`src/rtl/dadsr_pkg.sv`:
```
// shared widths, register indexes, segment codes and pipeline types
package dadsr_pkg;

    localparam int TIME_BITS  = 16;
    localparam int LEVEL_BITS = 16;
    localparam int NUM_BITS   = TIME_BITS + LEVEL_BITS;

    // quotient bits resolved in each divider stage
    localparam int DIV_BITS_PER_STAGE = 2;
    localparam int DIV_STAGES = (LEVEL_BITS + DIV_BITS_PER_STAGE - 1) / DIV_BITS_PER_STAGE;

    localparam int APB_ADDR_BITS = 5;
    localparam int APB_DATA_BITS = 32;

    typedef enum logic [2:0] {
        REG_DELAY   = 3'd0,
        REG_ATTACK  = 3'd1,
        REG_PEAK    = 3'd2,
        REG_DECAY   = 3'd3,
        REG_SUSTAIN = 3'd4,
        REG_RELEASE = 3'd5
    } reg_idx_t;

    typedef enum logic [2:0] {
        SEG_DELAY    = 3'd0,
        SEG_ATTACK   = 3'd1,
        SEG_DECAY    = 3'd2,
        SEG_SUSTAIN  = 3'd3,
        SEG_RELEASE  = 3'd4,
        SEG_FINISHED = 3'd5
    } seg_t;

    localparam logic [TIME_BITS-1:0]  RST_DELAY   = TIME_BITS'(0);
    localparam logic [TIME_BITS-1:0]  RST_ATTACK  = TIME_BITS'(50);
    localparam logic [LEVEL_BITS-1:0] RST_PEAK    = LEVEL_BITS'(58982);
    localparam logic [TIME_BITS-1:0]  RST_DECAY   = TIME_BITS'(100);
    localparam logic [LEVEL_BITS-1:0] RST_SUSTAIN = LEVEL_BITS'(45875);
    localparam logic [TIME_BITS-1:0]  RST_RELEASE = TIME_BITS'(200);

    // data that rides alongside the division: final level = base +/- quotient
    typedef struct packed {
        logic [LEVEL_BITS-1:0] base;
        logic                  sub;
        seg_t                  seg;
    } side_t;

endpackage

```
`src/rtl/dadsr_div_pipe.sv`:
```
// pipelined restoring divider, a few quotient bits per stage
module dadsr_div_pipe
(
    input  logic                                clk,
    input  logic                                rst_n,
    input  logic                                adv,
    input  logic                                in_valid,
    input  logic [dadsr_pkg::NUM_BITS-1:0]      num,
    input  logic [dadsr_pkg::TIME_BITS-1:0]     den,
    input  dadsr_pkg::side_t                    side_in,
    output logic                                out_valid,
    output logic [dadsr_pkg::LEVEL_BITS-1:0]    quot,
    output dadsr_pkg::side_t                    side_out
);

    localparam int TB = dadsr_pkg::TIME_BITS;
    localparam int LB = dadsr_pkg::LEVEL_BITS;
    localparam int NB = dadsr_pkg::NUM_BITS;
    localparam int NS = dadsr_pkg::DIV_STAGES;
    localparam int BPS = dadsr_pkg::DIV_BITS_PER_STAGE;

    // numerator is below den * 2^LB, so the top part starts below den
    logic [TB-1:0]          rem_reg  [NS];
    logic [LB-1:0]          low_reg  [NS];
    logic [LB-1:0]          q_reg    [NS];
    logic [TB-1:0]          den_reg  [NS];
    dadsr_pkg::side_t       side_reg [NS];
    logic [NS-1:0]          valid_reg;

    logic [TB-1:0]          rem_next [NS];
    logic [LB-1:0]          low_next [NS];
    logic [LB-1:0]          q_next   [NS];

    // what each stage starts from: the operands, then the stage before
    logic [TB-1:0]          rem_in   [NS];
    logic [LB-1:0]          low_in   [NS];
    logic [LB-1:0]          q_in     [NS];
    logic [TB-1:0]          den_in   [NS];
    dadsr_pkg::side_t       side_pre [NS];
    logic [NS-1:0]          valid_in;

    for (genvar s = 0; s < NS; s++) begin : g_stage
        if (s == 0)
        begin : g_head
            assign rem_in[s]   = num[NB-1:LB];
            assign low_in[s]   = num[LB-1:0];
            assign q_in[s]     = '0;
            assign den_in[s]   = den;
            assign side_pre[s] = side_in;
            assign valid_in[s] = in_valid;
        end
        else
        begin : g_tail
            assign rem_in[s]   = rem_reg[s-1];
            assign low_in[s]   = low_reg[s-1];
            assign q_in[s]     = q_reg[s-1];
            assign den_in[s]   = den_reg[s-1];
            assign side_pre[s] = side_reg[s-1];
            assign valid_in[s] = valid_reg[s-1];
        end

        always_comb
        begin
            logic [TB-1:0] r;
            logic [LB-1:0] lo;
            logic [LB-1:0] q;
            logic [TB-1:0] d;
            logic [TB:0]   trial;
            r     = rem_in[s];
            lo    = low_in[s];
            q     = q_in[s];
            d     = den_in[s];
            trial = '0;
            for (int k = 0; k < BPS; k++)
            begin
                // the last stage may carry fewer live bits
                if (s * BPS + k < LB)
                begin
                    trial = {r, lo[LB-1]};
                    lo    = lo << 1;
                    if (trial >= {1'b0, d})
                    begin
                        trial = trial - {1'b0, d};
                        q     = {q[LB-2:0], 1'b1};
                    end
                    else
                    begin
                        q = {q[LB-2:0], 1'b0};
                    end
                    r = trial[TB-1:0];
                end
            end
            rem_next[s] = r;
            low_next[s] = lo;
            q_next[s]   = q;
        end

        always_ff @(posedge clk or negedge rst_n)
        begin
            if (!rst_n)
            begin
                valid_reg[s] <= 1'b0;
            end
            else if (adv)
            begin
                valid_reg[s] <= valid_in[s];
            end
        end

        always_ff @(posedge clk)
        begin
            if (adv)
            begin
                rem_reg[s]  <= rem_next[s];
                low_reg[s]  <= low_next[s];
                q_reg[s]    <= q_next[s];
                den_reg[s]  <= den_in[s];
                side_reg[s] <= side_pre[s];
            end
        end
    end

    assign out_valid = valid_reg[NS-1];
    assign quot      = q_reg[NS-1];
    assign side_out  = side_reg[NS-1];

endmodule

```
`src/rtl/dadsr_envelope_level.sv`:
```
// envelope level top level: config registers, segment decode, multiply, divide, output
//
// Delay/attack/decay/sustain/release envelope evaluator. Each item carries the
// milliseconds since note-on (or since note-off when released) and returns the
// envelope level and segment code. There is no per-voice state, so many voices
// can be time-multiplexed through it. One item is accepted per clock unless the
// output is held; an item passes through stages 1 to 3, the DIV_STAGES divider
// stages, which resolve two quotient bits each, and the output register. When
// the output is held by a low out_ready the whole pipeline freezes in place,
// and in_ready drops with it. Registers sit on an APB-style port at byte
// address 4*index and must only be written while no items are in flight.
module dadsr_envelope_level
(
    input  logic                                    clk,
    input  logic                                    rst_n,
    // apb configuration port
    input  logic                                    psel,
    input  logic                                    penable,
    input  logic                                    pwrite,
    input  logic [dadsr_pkg::APB_ADDR_BITS-1:0]     paddr,
    input  logic [dadsr_pkg::APB_DATA_BITS-1:0]     pwdata,
    output logic [dadsr_pkg::APB_DATA_BITS-1:0]     prdata,
    output logic                                    pready,
    // input items
    input  logic                                    in_valid,
    output logic                                    in_ready,
    input  logic [dadsr_pkg::TIME_BITS-1:0]         elapsed_ms,
    input  logic                                    released,
    // result items
    output logic                                    out_valid,
    input  logic                                    out_ready,
    output logic [dadsr_pkg::LEVEL_BITS-1:0]        level,
    output logic [2:0]                              segment
);

    localparam int TB = dadsr_pkg::TIME_BITS;
    localparam int LB = dadsr_pkg::LEVEL_BITS;
    localparam int NB = dadsr_pkg::NUM_BITS;
    localparam int DB = dadsr_pkg::APB_DATA_BITS;

    // ---------------- configuration registers ----------------
    logic [TB-1:0] delay_reg;
    logic [TB-1:0] attack_reg;
    logic [LB-1:0] peak_reg;
    logic [TB-1:0] decay_reg;
    logic [LB-1:0] sustain_reg;
    logic [TB-1:0] release_reg;

    logic                  cfg_wr;
    dadsr_pkg::reg_idx_t   cfg_idx;

    assign pready  = 1'b1;
    assign cfg_wr  = psel && penable && pwrite;
    assign cfg_idx = dadsr_pkg::reg_idx_t'(paddr[4:2]);

    always_ff @(posedge clk or negedge rst_n)
    begin
        if (!rst_n)
        begin
            delay_reg   <= dadsr_pkg::RST_DELAY;
            attack_reg  <= dadsr_pkg::RST_ATTACK;
            peak_reg    <= dadsr_pkg::RST_PEAK;
            decay_reg   <= dadsr_pkg::RST_DECAY;
            sustain_reg <= dadsr_pkg::RST_SUSTAIN;
            release_reg <= dadsr_pkg::RST_RELEASE;
        end
        else if (cfg_wr)
        begin
            case (cfg_idx)
                dadsr_pkg::REG_DELAY:   delay_reg   <= pwdata[TB-1:0];
                dadsr_pkg::REG_ATTACK:  attack_reg  <= pwdata[TB-1:0];
                dadsr_pkg::REG_PEAK:    peak_reg    <= pwdata[LB-1:0];
                dadsr_pkg::REG_DECAY:   decay_reg   <= pwdata[TB-1:0];
                dadsr_pkg::REG_SUSTAIN: sustain_reg <= pwdata[LB-1:0];
                dadsr_pkg::REG_RELEASE: release_reg <= pwdata[TB-1:0];
                default: ;  // addresses past the list are ignored
            endcase
        end
    end

    always_comb
    begin
        case (cfg_idx)
            dadsr_pkg::REG_DELAY:   prdata = DB'(delay_reg);
            dadsr_pkg::REG_ATTACK:  prdata = DB'(attack_reg);
            dadsr_pkg::REG_PEAK:    prdata = DB'(peak_reg);
            dadsr_pkg::REG_DECAY:   prdata = DB'(decay_reg);
            dadsr_pkg::REG_SUSTAIN: prdata = DB'(sustain_reg);
            dadsr_pkg::REG_RELEASE: prdata = DB'(release_reg);
            default:                prdata = '0;
        endcase
    end

    // ---------------- pipeline control ----------------
    // every stage moves together; only a held result stops it
    logic adv;
    logic out_valid_reg;

    assign adv      = !out_valid_reg || out_ready;
    assign in_ready = adv;

    // ---------------- stage 1: delay and release compares ----------------
    logic          s1_valid_reg;
    logic          s1_rel_reg;
    logic          s1_in_delay_reg;     // t < delay
    logic          s1_in_release_reg;   // t < release
    logic [TB-1:0] s1_u_reg;            // t - delay
    logic [TB-1:0] s1_rmt_reg;          // release - t

    logic [TB:0] s1_u_next;
    logic [TB:0] s1_rmt_next;

    assign s1_u_next   = {1'b0, elapsed_ms} - {1'b0, delay_reg};
    assign s1_rmt_next = {1'b0, release_reg} - {1'b0, elapsed_ms};

    always_ff @(posedge clk or negedge rst_n)
    begin
        if (!rst_n)
        begin
            s1_valid_reg <= 1'b0;
        end
        else if (adv)
        begin
            s1_valid_reg <= in_valid;
        end
    end

    always_ff @(posedge clk)
    begin
        if (adv)
        begin
            s1_rel_reg        <= released;
            s1_in_delay_reg   <= s1_u_next[TB];
            s1_in_release_reg <= !s1_rmt_next[TB] && (s1_rmt_next[TB-1:0] != '0);
            s1_u_reg          <= s1_u_next[TB-1:0];
            s1_rmt_reg        <= s1_rmt_next[TB-1:0];
        end
    end

    // ---------------- stage 2: segment decode and operand select ----------------
    logic [TB:0]   s2_v;
    logic          s2_in_attack;
    logic          s2_in_decay;
    logic          s2_rise;
    logic [LB-1:0] s2_a_next;
    logic [TB-1:0] s2_b_next;
    logic [TB-1:0] s2_d_next;
    dadsr_pkg::side_t s2_side_next;

    assign s2_v         = {1'b0, s1_u_reg} - {1'b0, attack_reg};
    assign s2_in_attack = s2_v[TB];
    // zero-length decay never matches since v < 0 is impossible
    assign s2_in_decay  = s2_v[TB-1:0] < decay_reg;
    assign s2_rise      = sustain_reg > peak_reg;

    always_comb
    begin
        // default: nothing to divide, quotient comes out zero
        s2_a_next         = '0;
        s2_b_next         = '0;
        s2_d_next         = TB'(1);
        s2_side_next.base = '0;
        s2_side_next.sub  = 1'b0;
        s2_side_next.seg  = dadsr_pkg::SEG_DELAY;
        if (s1_rel_reg)
        begin
            if (s1_in_release_reg)
            begin
                // sustain * (release - t) / release
                s2_a_next        = sustain_reg;
                s2_b_next        = s1_rmt_reg;
                s2_d_next        = release_reg;
                s2_side_next.seg = dadsr_pkg::SEG_RELEASE;
            end
            else
            begin
                s2_side_next.seg = dadsr_pkg::SEG_FINISHED;
            end
        end
        else if (s1_in_delay_reg)
        begin
            s2_side_next.seg = dadsr_pkg::SEG_DELAY;
        end
        else if (s2_in_attack)
        begin
            // peak * u / attack
            s2_a_next        = peak_reg;
            s2_b_next        = s1_u_reg;
            s2_d_next        = attack_reg;
            s2_side_next.seg = dadsr_pkg::SEG_ATTACK;
        end
        else if (s2_in_decay)
        begin
            // peak -/+ v * |peak - sustain| / decay
            s2_a_next         = s2_rise ? (sustain_reg - peak_reg) : (peak_reg - sustain_reg);
            s2_b_next         = s2_v[TB-1:0];
            s2_d_next         = decay_reg;
            s2_side_next.base = peak_reg;
            s2_side_next.sub  = !s2_rise;
            s2_side_next.seg  = dadsr_pkg::SEG_DECAY;
        end
        else
        begin
            s2_side_next.base = sustain_reg;
            s2_side_next.seg  = dadsr_pkg::SEG_SUSTAIN;
        end
    end

    logic             s2_valid_reg;
    logic [LB-1:0]    s2_a_reg;
    logic [TB-1:0]    s2_b_reg;
    logic [TB-1:0]    s2_d_reg;
    dadsr_pkg::side_t s2_side_reg;

    always_ff @(posedge clk or negedge rst_n)
    begin
        if (!rst_n)
        begin
            s2_valid_reg <= 1'b0;
        end
        else if (adv)
        begin
            s2_valid_reg <= s1_valid_reg;
        end
    end

    always_ff @(posedge clk)
    begin
        if (adv)
        begin
            s2_a_reg    <= s2_a_next;
            s2_b_reg    <= s2_b_next;
            s2_d_reg    <= s2_d_next;
            s2_side_reg <= s2_side_next;
        end
    end

    // ---------------- stage 3: product ----------------
    logic             s3_valid_reg;
    logic [NB-1:0]    s3_prod_reg;
    logic [TB-1:0]    s3_d_reg;
    dadsr_pkg::side_t s3_side_reg;

    always_ff @(posedge clk or negedge rst_n)
    begin
        if (!rst_n)
        begin
            s3_valid_reg <= 1'b0;
        end
        else if (adv)
        begin
            s3_valid_reg <= s2_valid_reg;
        end
    end

    always_ff @(posedge clk)
    begin
        if (adv)
        begin
            s3_prod_reg <= NB'(s2_a_reg) * NB'(s2_b_reg);
            s3_d_reg    <= s2_d_reg;
            s3_side_reg <= s2_side_reg;
        end
    end

    // ---------------- divider ----------------
    logic             div_valid;
    logic [LB-1:0]    div_quot;
    dadsr_pkg::side_t div_side;

    dadsr_div_pipe u_div
    (
        .clk       (clk),
        .rst_n     (rst_n),
        .adv       (adv),
        .in_valid  (s3_valid_reg),
        .num       (s3_prod_reg),
        .den       (s3_d_reg),
        .side_in   (s3_side_reg),
        .out_valid (div_valid),
        .quot      (div_quot),
        .side_out  (div_side)
    );

    // ---------------- output register ----------------
    logic [LB-1:0] level_reg;
    logic [LB-1:0] level_next;
    logic [2:0]    segment_reg;

    // quotient never exceeds the span, so no wrap either way
    assign level_next = div_side.sub ? (div_side.base - div_quot) : (div_side.base + div_quot);

    always_ff @(posedge clk or negedge rst_n)
    begin
        if (!rst_n)
        begin
            out_valid_reg <= 1'b0;
        end
        else if (adv)
        begin
            out_valid_reg <= div_valid;
        end
    end

    always_ff @(posedge clk)
    begin
        if (adv)
        begin
            level_reg   <= level_next;
            segment_reg <= div_side.seg;
        end
    end

    assign out_valid = out_valid_reg;
    assign level     = level_reg;
    assign segment   = segment_reg;

endmodule

```
`config.mk`:
```
export PLATFORM = sky130hd
export DESIGN_NAME = dadsr_envelope_level
export DESIGN_NICKNAME = d
export VERILOG_FILES = /design/src/rtl/dadsr_pkg.sv /design/src/rtl/dadsr_div_pipe.sv /design/src/rtl/dadsr_envelope_level.sv
export SDC_FILE = /design/constraint.sdc
export NUM_CORES = 2
export LEC_CHECK = 0
export ABC_AREA = 1
export ABC_CLOCK_PERIOD_IN_PS = 29600
export BUFFER_PORTS_ARGS = -buffer_cell sky130_fd_sc_hd__buf_2
export CAP_MARGIN = 20
export CORE_ASPECT_RATIO = 0.7
export CORE_UTILIZATION = 45
export CTS_BUF_LIST = sky130_fd_sc_hd__clkbuf_8
export DETAILED_ROUTE_END_ITERATION = 8
export HOLD_SLACK_MARGIN = 0.12
export PLACE_DENSITY_LB_ADDON = 0.25
export SLEW_MARGIN = 20
export SYNTH_ARGS = -nofsm -noshare
export SYNTH_HDL_FRONTEND = slang
export SYNTH_SLANG_ARGS = --single-unit
```
`constraint.sdc`:
```
create_clock -name clk -period 29.6 [get_ports clk]
set_clock_uncertainty 0.2 [all_clocks]
set_input_delay 1.48 -clock clk [delete_from_list [all_inputs] [get_ports clk]]
set_output_delay 1.48 -clock clk [all_outputs]
set_load 0.02 [all_outputs]
```
# ---- Word-level counts from Yosys, hierarchy flattened
# Memories as Yosys holds them, arrays and structs flattened.
# Index checks and enable logic that the tools add are counted.
dict set report word_totals {
  regBits 298
  ramBits 656
  in_bits 61
  output_inout_bits 54
  elab_cells 164
  mem_count 5
}
dict set report classes {
  add_sub_neg 23
  mul 1
  n_lt_le_gt_ge 18
  n_eq_ne 5
  mux 58
  bitwise_logic 1
  reduce_logical 17
}
# name depth word_bits rd rd_ports_with_merged_regs wr line
set memory_table {}
lappend memory_table {u_div.side_reg 8 20 8 0 8 dadsr_div_pipe.sv:27} ;# dadsr_pkg::side_t side_reg [NS];
lappend memory_table {u_div.den_reg 8 16 7 0 8 dadsr_div_pipe.sv:26} ;# logic [TB-1:0] den_reg [NS];
lappend memory_table {u_div.q_reg 8 16 8 0 8 dadsr_div_pipe.sv:25} ;# logic [LB-1:0] q_reg [NS];
lappend memory_table {u_div.rem_reg 8 16 7 0 8 dadsr_div_pipe.sv:23} ;# logic [TB-1:0] rem_reg [NS];
lappend memory_table {u_div.low_reg 8 14 7 0 8 dadsr_div_pipe.sv:24} ;# logic [LB-1:0] low_reg [NS];
# op n
set op_table {}
lappend op_table {{$mux 16} 34}
lappend op_table {{$sub 16x16->16} 19}
lappend op_table {{$ge 17x16->1} 16}
lappend op_table {{$pmux 16 s6} 1}
lappend op_table {{$sub 16x16->17} 3}
lappend op_table {{$mul 16x16->32} 1}
lappend op_table {{$mux 1} 20}
lappend op_table {{$add 16x16->16} 1}
lappend op_table {{$gt 16x16->1} 1}
lappend op_table {{$lt 16x16->1} 1}
lappend op_table {{$reduce_bool 16->1} 1}
lappend op_table {{$reduce_and 2->1} 6}
lappend op_table {{$eq 3x2->1 const B} 2}
lappend op_table {{$eq 3x3->1 const B} 2}
lappend op_table {{$mux 2} 2}
lappend op_table {{$reduce_or 4->1} 1}
lappend op_table {{$eq 3x1->1 const B} 1}
lappend op_table {{$logic_and 1x1->1} 3}
lappend op_table {{$logic_not 1->1} 3}
lappend op_table {{$logic_not 3->1} 1}
lappend op_table {{$mux 3} 1}
lappend op_table {{$reduce_or 3->1} 1}
lappend op_table {{$logic_or 1x1->1} 1}
lappend op_table {{$not 1->1} 1}

# ---- Longest topological paths before layout
dict set report depth {
  ltp_word 6
  depth_mapped 27
  depth_no_buf 26
}

# ---- Modules after synthesis
# From an unflattened synthesis, not the netlist that was laid out.
dict set report hier_totals {
  hier_cells 6899
  area_unflattened_um2 58695.0
}
# module n_inst cells_per_inst area_per_inst_um2 seq_area_each_um2
set modules_own_cells {}
lappend modules_own_cells {dadsr_div_pipe 1 3584 32289.7 15574.9}
lappend modules_own_cells {dadsr_envelope_level 1 3315 26405.3 8241.7}

# ---- Worst setup path before layout
# OpenSTA, ideal clock, no wires.
dict set report synth_timing {
  path_kind {input port to flip-flop}
  from {input out_ready}
  to {register u_div.valid_reg[2] (netlist: u_div.valid_in[3])}
  setup_ns 0.903
  arrival_time_ns 21.637
  t_required_ns 28.497
  path_slack_ns 6.859
  stages 4
  n_path_buf 1
  cell_sequence {inv_1 > nand2_1 > clkbuf_1 > a21oi_1}
}
dict set report synth_between {
  elab_chain_len 1
}
# item line
set synth_lines {}
lappend synth_lines {{start, declared} dadsr_envelope_level.sv:31} ;# input logic out_ready,
lappend synth_lines {{$logic_or 1x1->1} dadsr_envelope_level.sv:99} ;# assign adv = !out_valid_reg || out_ready;
lappend synth_lines {{via in_ready} dadsr_envelope_level.sv:26} ;# output logic in_ready,
lappend synth_lines {{end signal, assigned by index} dadsr_div_pipe.sv:106} ;# valid_reg[s] <= valid_in[s];
lappend synth_lines {{end, declared} dadsr_div_pipe.sv:28} ;# logic [NS-1:0] valid_reg;
# The timed path passes the listed nets, and every way through them passes these cells.
# A chain may end at the register's enable or synchronous reset.

# ---- Worst setup path in the final report
dict set report layout_timing {
  from {register s2_b_reg[8]}
  to {register s3_prod_reg[25] (data pin)}
}
dict set report layout_between {
  elab_chain_len 1
}
# item line
set layout_lines {}
lappend layout_lines {{start, declared} dadsr_envelope_level.sv:211} ;# logic [TB-1:0] s2_b_reg;
lappend layout_lines {{start signal, assigned} dadsr_envelope_level.sv:232} ;# s2_b_reg <= s2_b_next;
lappend layout_lines {{$mul 16x16->32} dadsr_envelope_level.sv:260} ;# s3_prod_reg <= NB'(s2_a_reg) * NB'(s2_b_reg);
lappend layout_lines {{end signal, assigned} dadsr_envelope_level.sv:260}
lappend layout_lines {{end, declared} dadsr_envelope_level.sv:240} ;# logic [NB-1:0] s3_prod_reg;
# No other way between the ends.

==> impl_metrics.ini <==
[final_layout]
largest_reg_flops = 160
final_cells = 8825
fin_util_pct = 48.8
layout.nets = 7732
drive_above_1_share_pct = 6.10
finish.instance_area_um2 = 62900
areaGrowthSynthToFinish_pct = 7.33

[cts]
postCtsSetupBuffers = 0
cts_made_buffers = 121
root_buffer = clkbuf_8
htreeDepth = 3
clockBufferDepth = 3
cts_resized = 0
clk_pin_slew_ns = 0.07
tritoncts = yes
cts.sinks = 810
clkLatencyLatePin_ns = 0.80
holdBufCountCts = 0

[synth]
synth_top_area_share_pct = 36.0
ys.warnings.count = 0
syn-instance-count = 6920
synth_seq_cells = 810
synth_edf_count = 702
synth_top_cell_by_area = edfxtp_1
avgSynthCellArea_um2 = 8.47
seq_area_frac_synth_pct = 40.6
async_flop_share_pct = 13.3
synth-main-ff-cell = edfxtp_1
synth_area_um2 = 58600
synth.area.top_cells = edfxtp_1 (36%), nand2_1 (14%), ha_1 (10%)
synth_cell_types = 69

[die]
die_y_um = 304
start_util_pct = 45.5
core_um2 = 129000
design.portCount = 115
fp.dieW_um = 433
rows = 110
die_area_um2 = 132000

[placement]
gp_congestion = 0.958
dpl.hpwl_mm = 125
place_inst = 8598
placed_cell_area_um2 = 60500
portBuffers = 79

[timing]
max_slew_margin_pct = 25.6
finalSetupViolations = 0
fmax_mhz = 150
min_period_over_period_pct = 22.6
final_max_slew_viol_count = 0
period_needed_ns = 6.69
rsz0062_at_grt = false
fin_setup_tns_ns = 0
hold_viol = 0
tightest_slew_ns = 1.11

[global_routing]
grt-ovfl-total = 0
grt_max_degree = 85
grt_pass1_wl_mm = 245
antenna_found_initial = 6
grt_pass1_vias = 42808
grt_use_total_pct = 24.0

[worst_setup_path]
arrival_ns = 6.99
cp-end-kind = register
start_kind = register
crit_type = register to register
cp.required_ns = 29.90
path_max_fanout = 16
worst-r2r-cell-count = 21

[route]
dr.pass1.iters = 6
wl_per_cell_um = 17.9
drtAntennaViolNets = 0
vias = 45668
viasPerCell = 5.17
drtIter0Drc = 4353
drt_wl_total_mm = 158
drc_errors = 0

[run_status]
run_status = finished clean

[min_path]
hold_class = register to register
min_path_cells = 0

[flow_run]
cap_violations = 0
## critical path: stages (launching register included)
cell and delay, ns:
edfxtp_1 0.99, nand2_1 0.17, fa_1 0.55, inv_1 0.05, fa_1 0.51, inv_1 0.05, fa_1 0.47, inv_1 0.05
fa_1 0.52, fa_1 0.55, inv_1 0.05, fa_1 0.52, inv_1 0.04, ha_1 0.37, nand2_1 0.09, inv_1 0.09
nand3_1 0.08, nor3_1 0.45, nand4_1 0.16, nand3_1 0.21, a21oi_1 0.11, xnor2_1 0.14
## path summary, 6_finish.rpt
| check | startpoint | to | slack, ns |
|---|---|---|---|
| worst max-delay path | s2_b_reg[8]$_DFFE_PP_ | s3_prod_reg[25]$_DFFE_PP_ | 22.91 |
| worst min-delay path | s3_prod_reg[11]$_DFFE_PP_ | u_div.low_reg[0][11]$_DFFE_PP_ | 0.17 |
| worst max register to register | s2_b_reg[8]$_DFFE_PP_ | s3_prod_reg[25]$_DFFE_PP_ | 22.91 |
| worst min register to register | s3_prod_reg[11]$_DFFE_PP_ | u_div.low_reg[0][11]$_DFFE_PP_ | 0.17 |
| max in group asynchronous | rst_n | sustain_reg[2]$_DFFE_PN0P_ | 27.43 |
| min in group asynchronous | rst_n | out_valid$_DFFE_PN0P_ | 0.49 |
## per-stage QoR
step | worst slack, ns | hold WS (ns)
global route | 22.65 | 0.178
finish | 22.91 | 0.169
global placement | 23.11 | 0.200
CTS | 23.00 | 0.148
floorplan | 6.86 | 0.200
detailed placement | 23.06 | 0.205
## per-layer routing
metal  GRT usage [%]  part of all wire, %  vias up
li1                -                    -    22593
met1            38.2                   51    21496
met2            33.0                   40     1410
met3            4.40                  7.8      167
met4            5.83                  2.1        2
met5               0               0.0082        -
## synthesized netlist by cell type (10+ instances only)
| cell | n |
|---|---|
| a221oi_1 | 13 |
| o21a_1 | 11 |
| inv_1 | 1090 |
| ha_1 | 470 |
| o22ai_1 | 30 |
| nand2_1 | 2147 |
| fa_1 | 215 |
| buf_4 | 33 |
| or2_2 | 26 |
| clkbuf_1 | 102 |
| and2_1 | 17 |
| nand2_2 | 32 |
| o21ai_1 | 32 |
| nor2_2 | 11 |
| nand3b_1 | 51 |
| xor2_1 | 149 |
| a21o_1 | 25 |
| a21boi_0 | 10 |
| buf_2 | 25 |
| o221ai_1 | 10 |
| nand4_1 | 48 |
| a21oi_1 | 343 |
| xnor2_1 | 87 |
| dfstp_2 | 27 |
| buf_6 | 13 |
| a31oi_1 | 20 |
| nand3_1 | 392 |
| edfxtp_1 | 702 |
| nor2_1 | 298 |
| dfrtp_1 | 81 |
| nor3_1 | 54 |
| o21ai_0 | 250 |
| o21bai_1 | 13 |
## kinds of logic (layout without fill, tap and decap cells)
kind of cell | count (synthesis) | in the layout | share of synthesized area (%)
simple gates | 3124 | 3124 | 22.3
buf+inv | 1274 | 1426 | 8.59
flops | 810 | 810 | 40.6
compound gates | 783 | 783 | 7.39
fa+ha+maj | 685 | 685 | 17.4
xor+xnor | 236 | 236 | 3.53
mux | 6 | 6 | 0.115
other cells | 2 | 19 | 0.0128
## placed cells by master, fill, tap and decap left out, drive strengths merged, types with 104 or more instances in the layout
| cell | synthesis | routed |
|---|---|---|
| clkbuf | 104 | 126 |
| fa | 215 | 215 |
| ha | 470 | 470 |
| nand2 | 2187 | 2187 |
| buf | 72 | 104 |
| xor2 | 149 | 149 |
| edfxtp | 702 | 702 |
| a21oi | 344 | 344 |
| o21ai | 283 | 283 |
| nand3 | 400 | 400 |
| nor2 | 317 | 317 |
| inv | 1097 | 1135 |
## layout make-up
cell class | count | area [um2]
repair buffers | 104 | 593
well taps | 1736 | 2170
clock buffers | 126 | 1730
inverters | 1098 | 4120
fillers | 12579 | 65900
diodes | 2 | 5.00
multi-input cells | 4851 | 29800
flip-flops and latches | 810 | 23800
clock inverters | 98 | 634
Power is left out: the tool's default activity adds up to more than one toggle a clock period on the data nets, which glitch-free logic cannot reach.
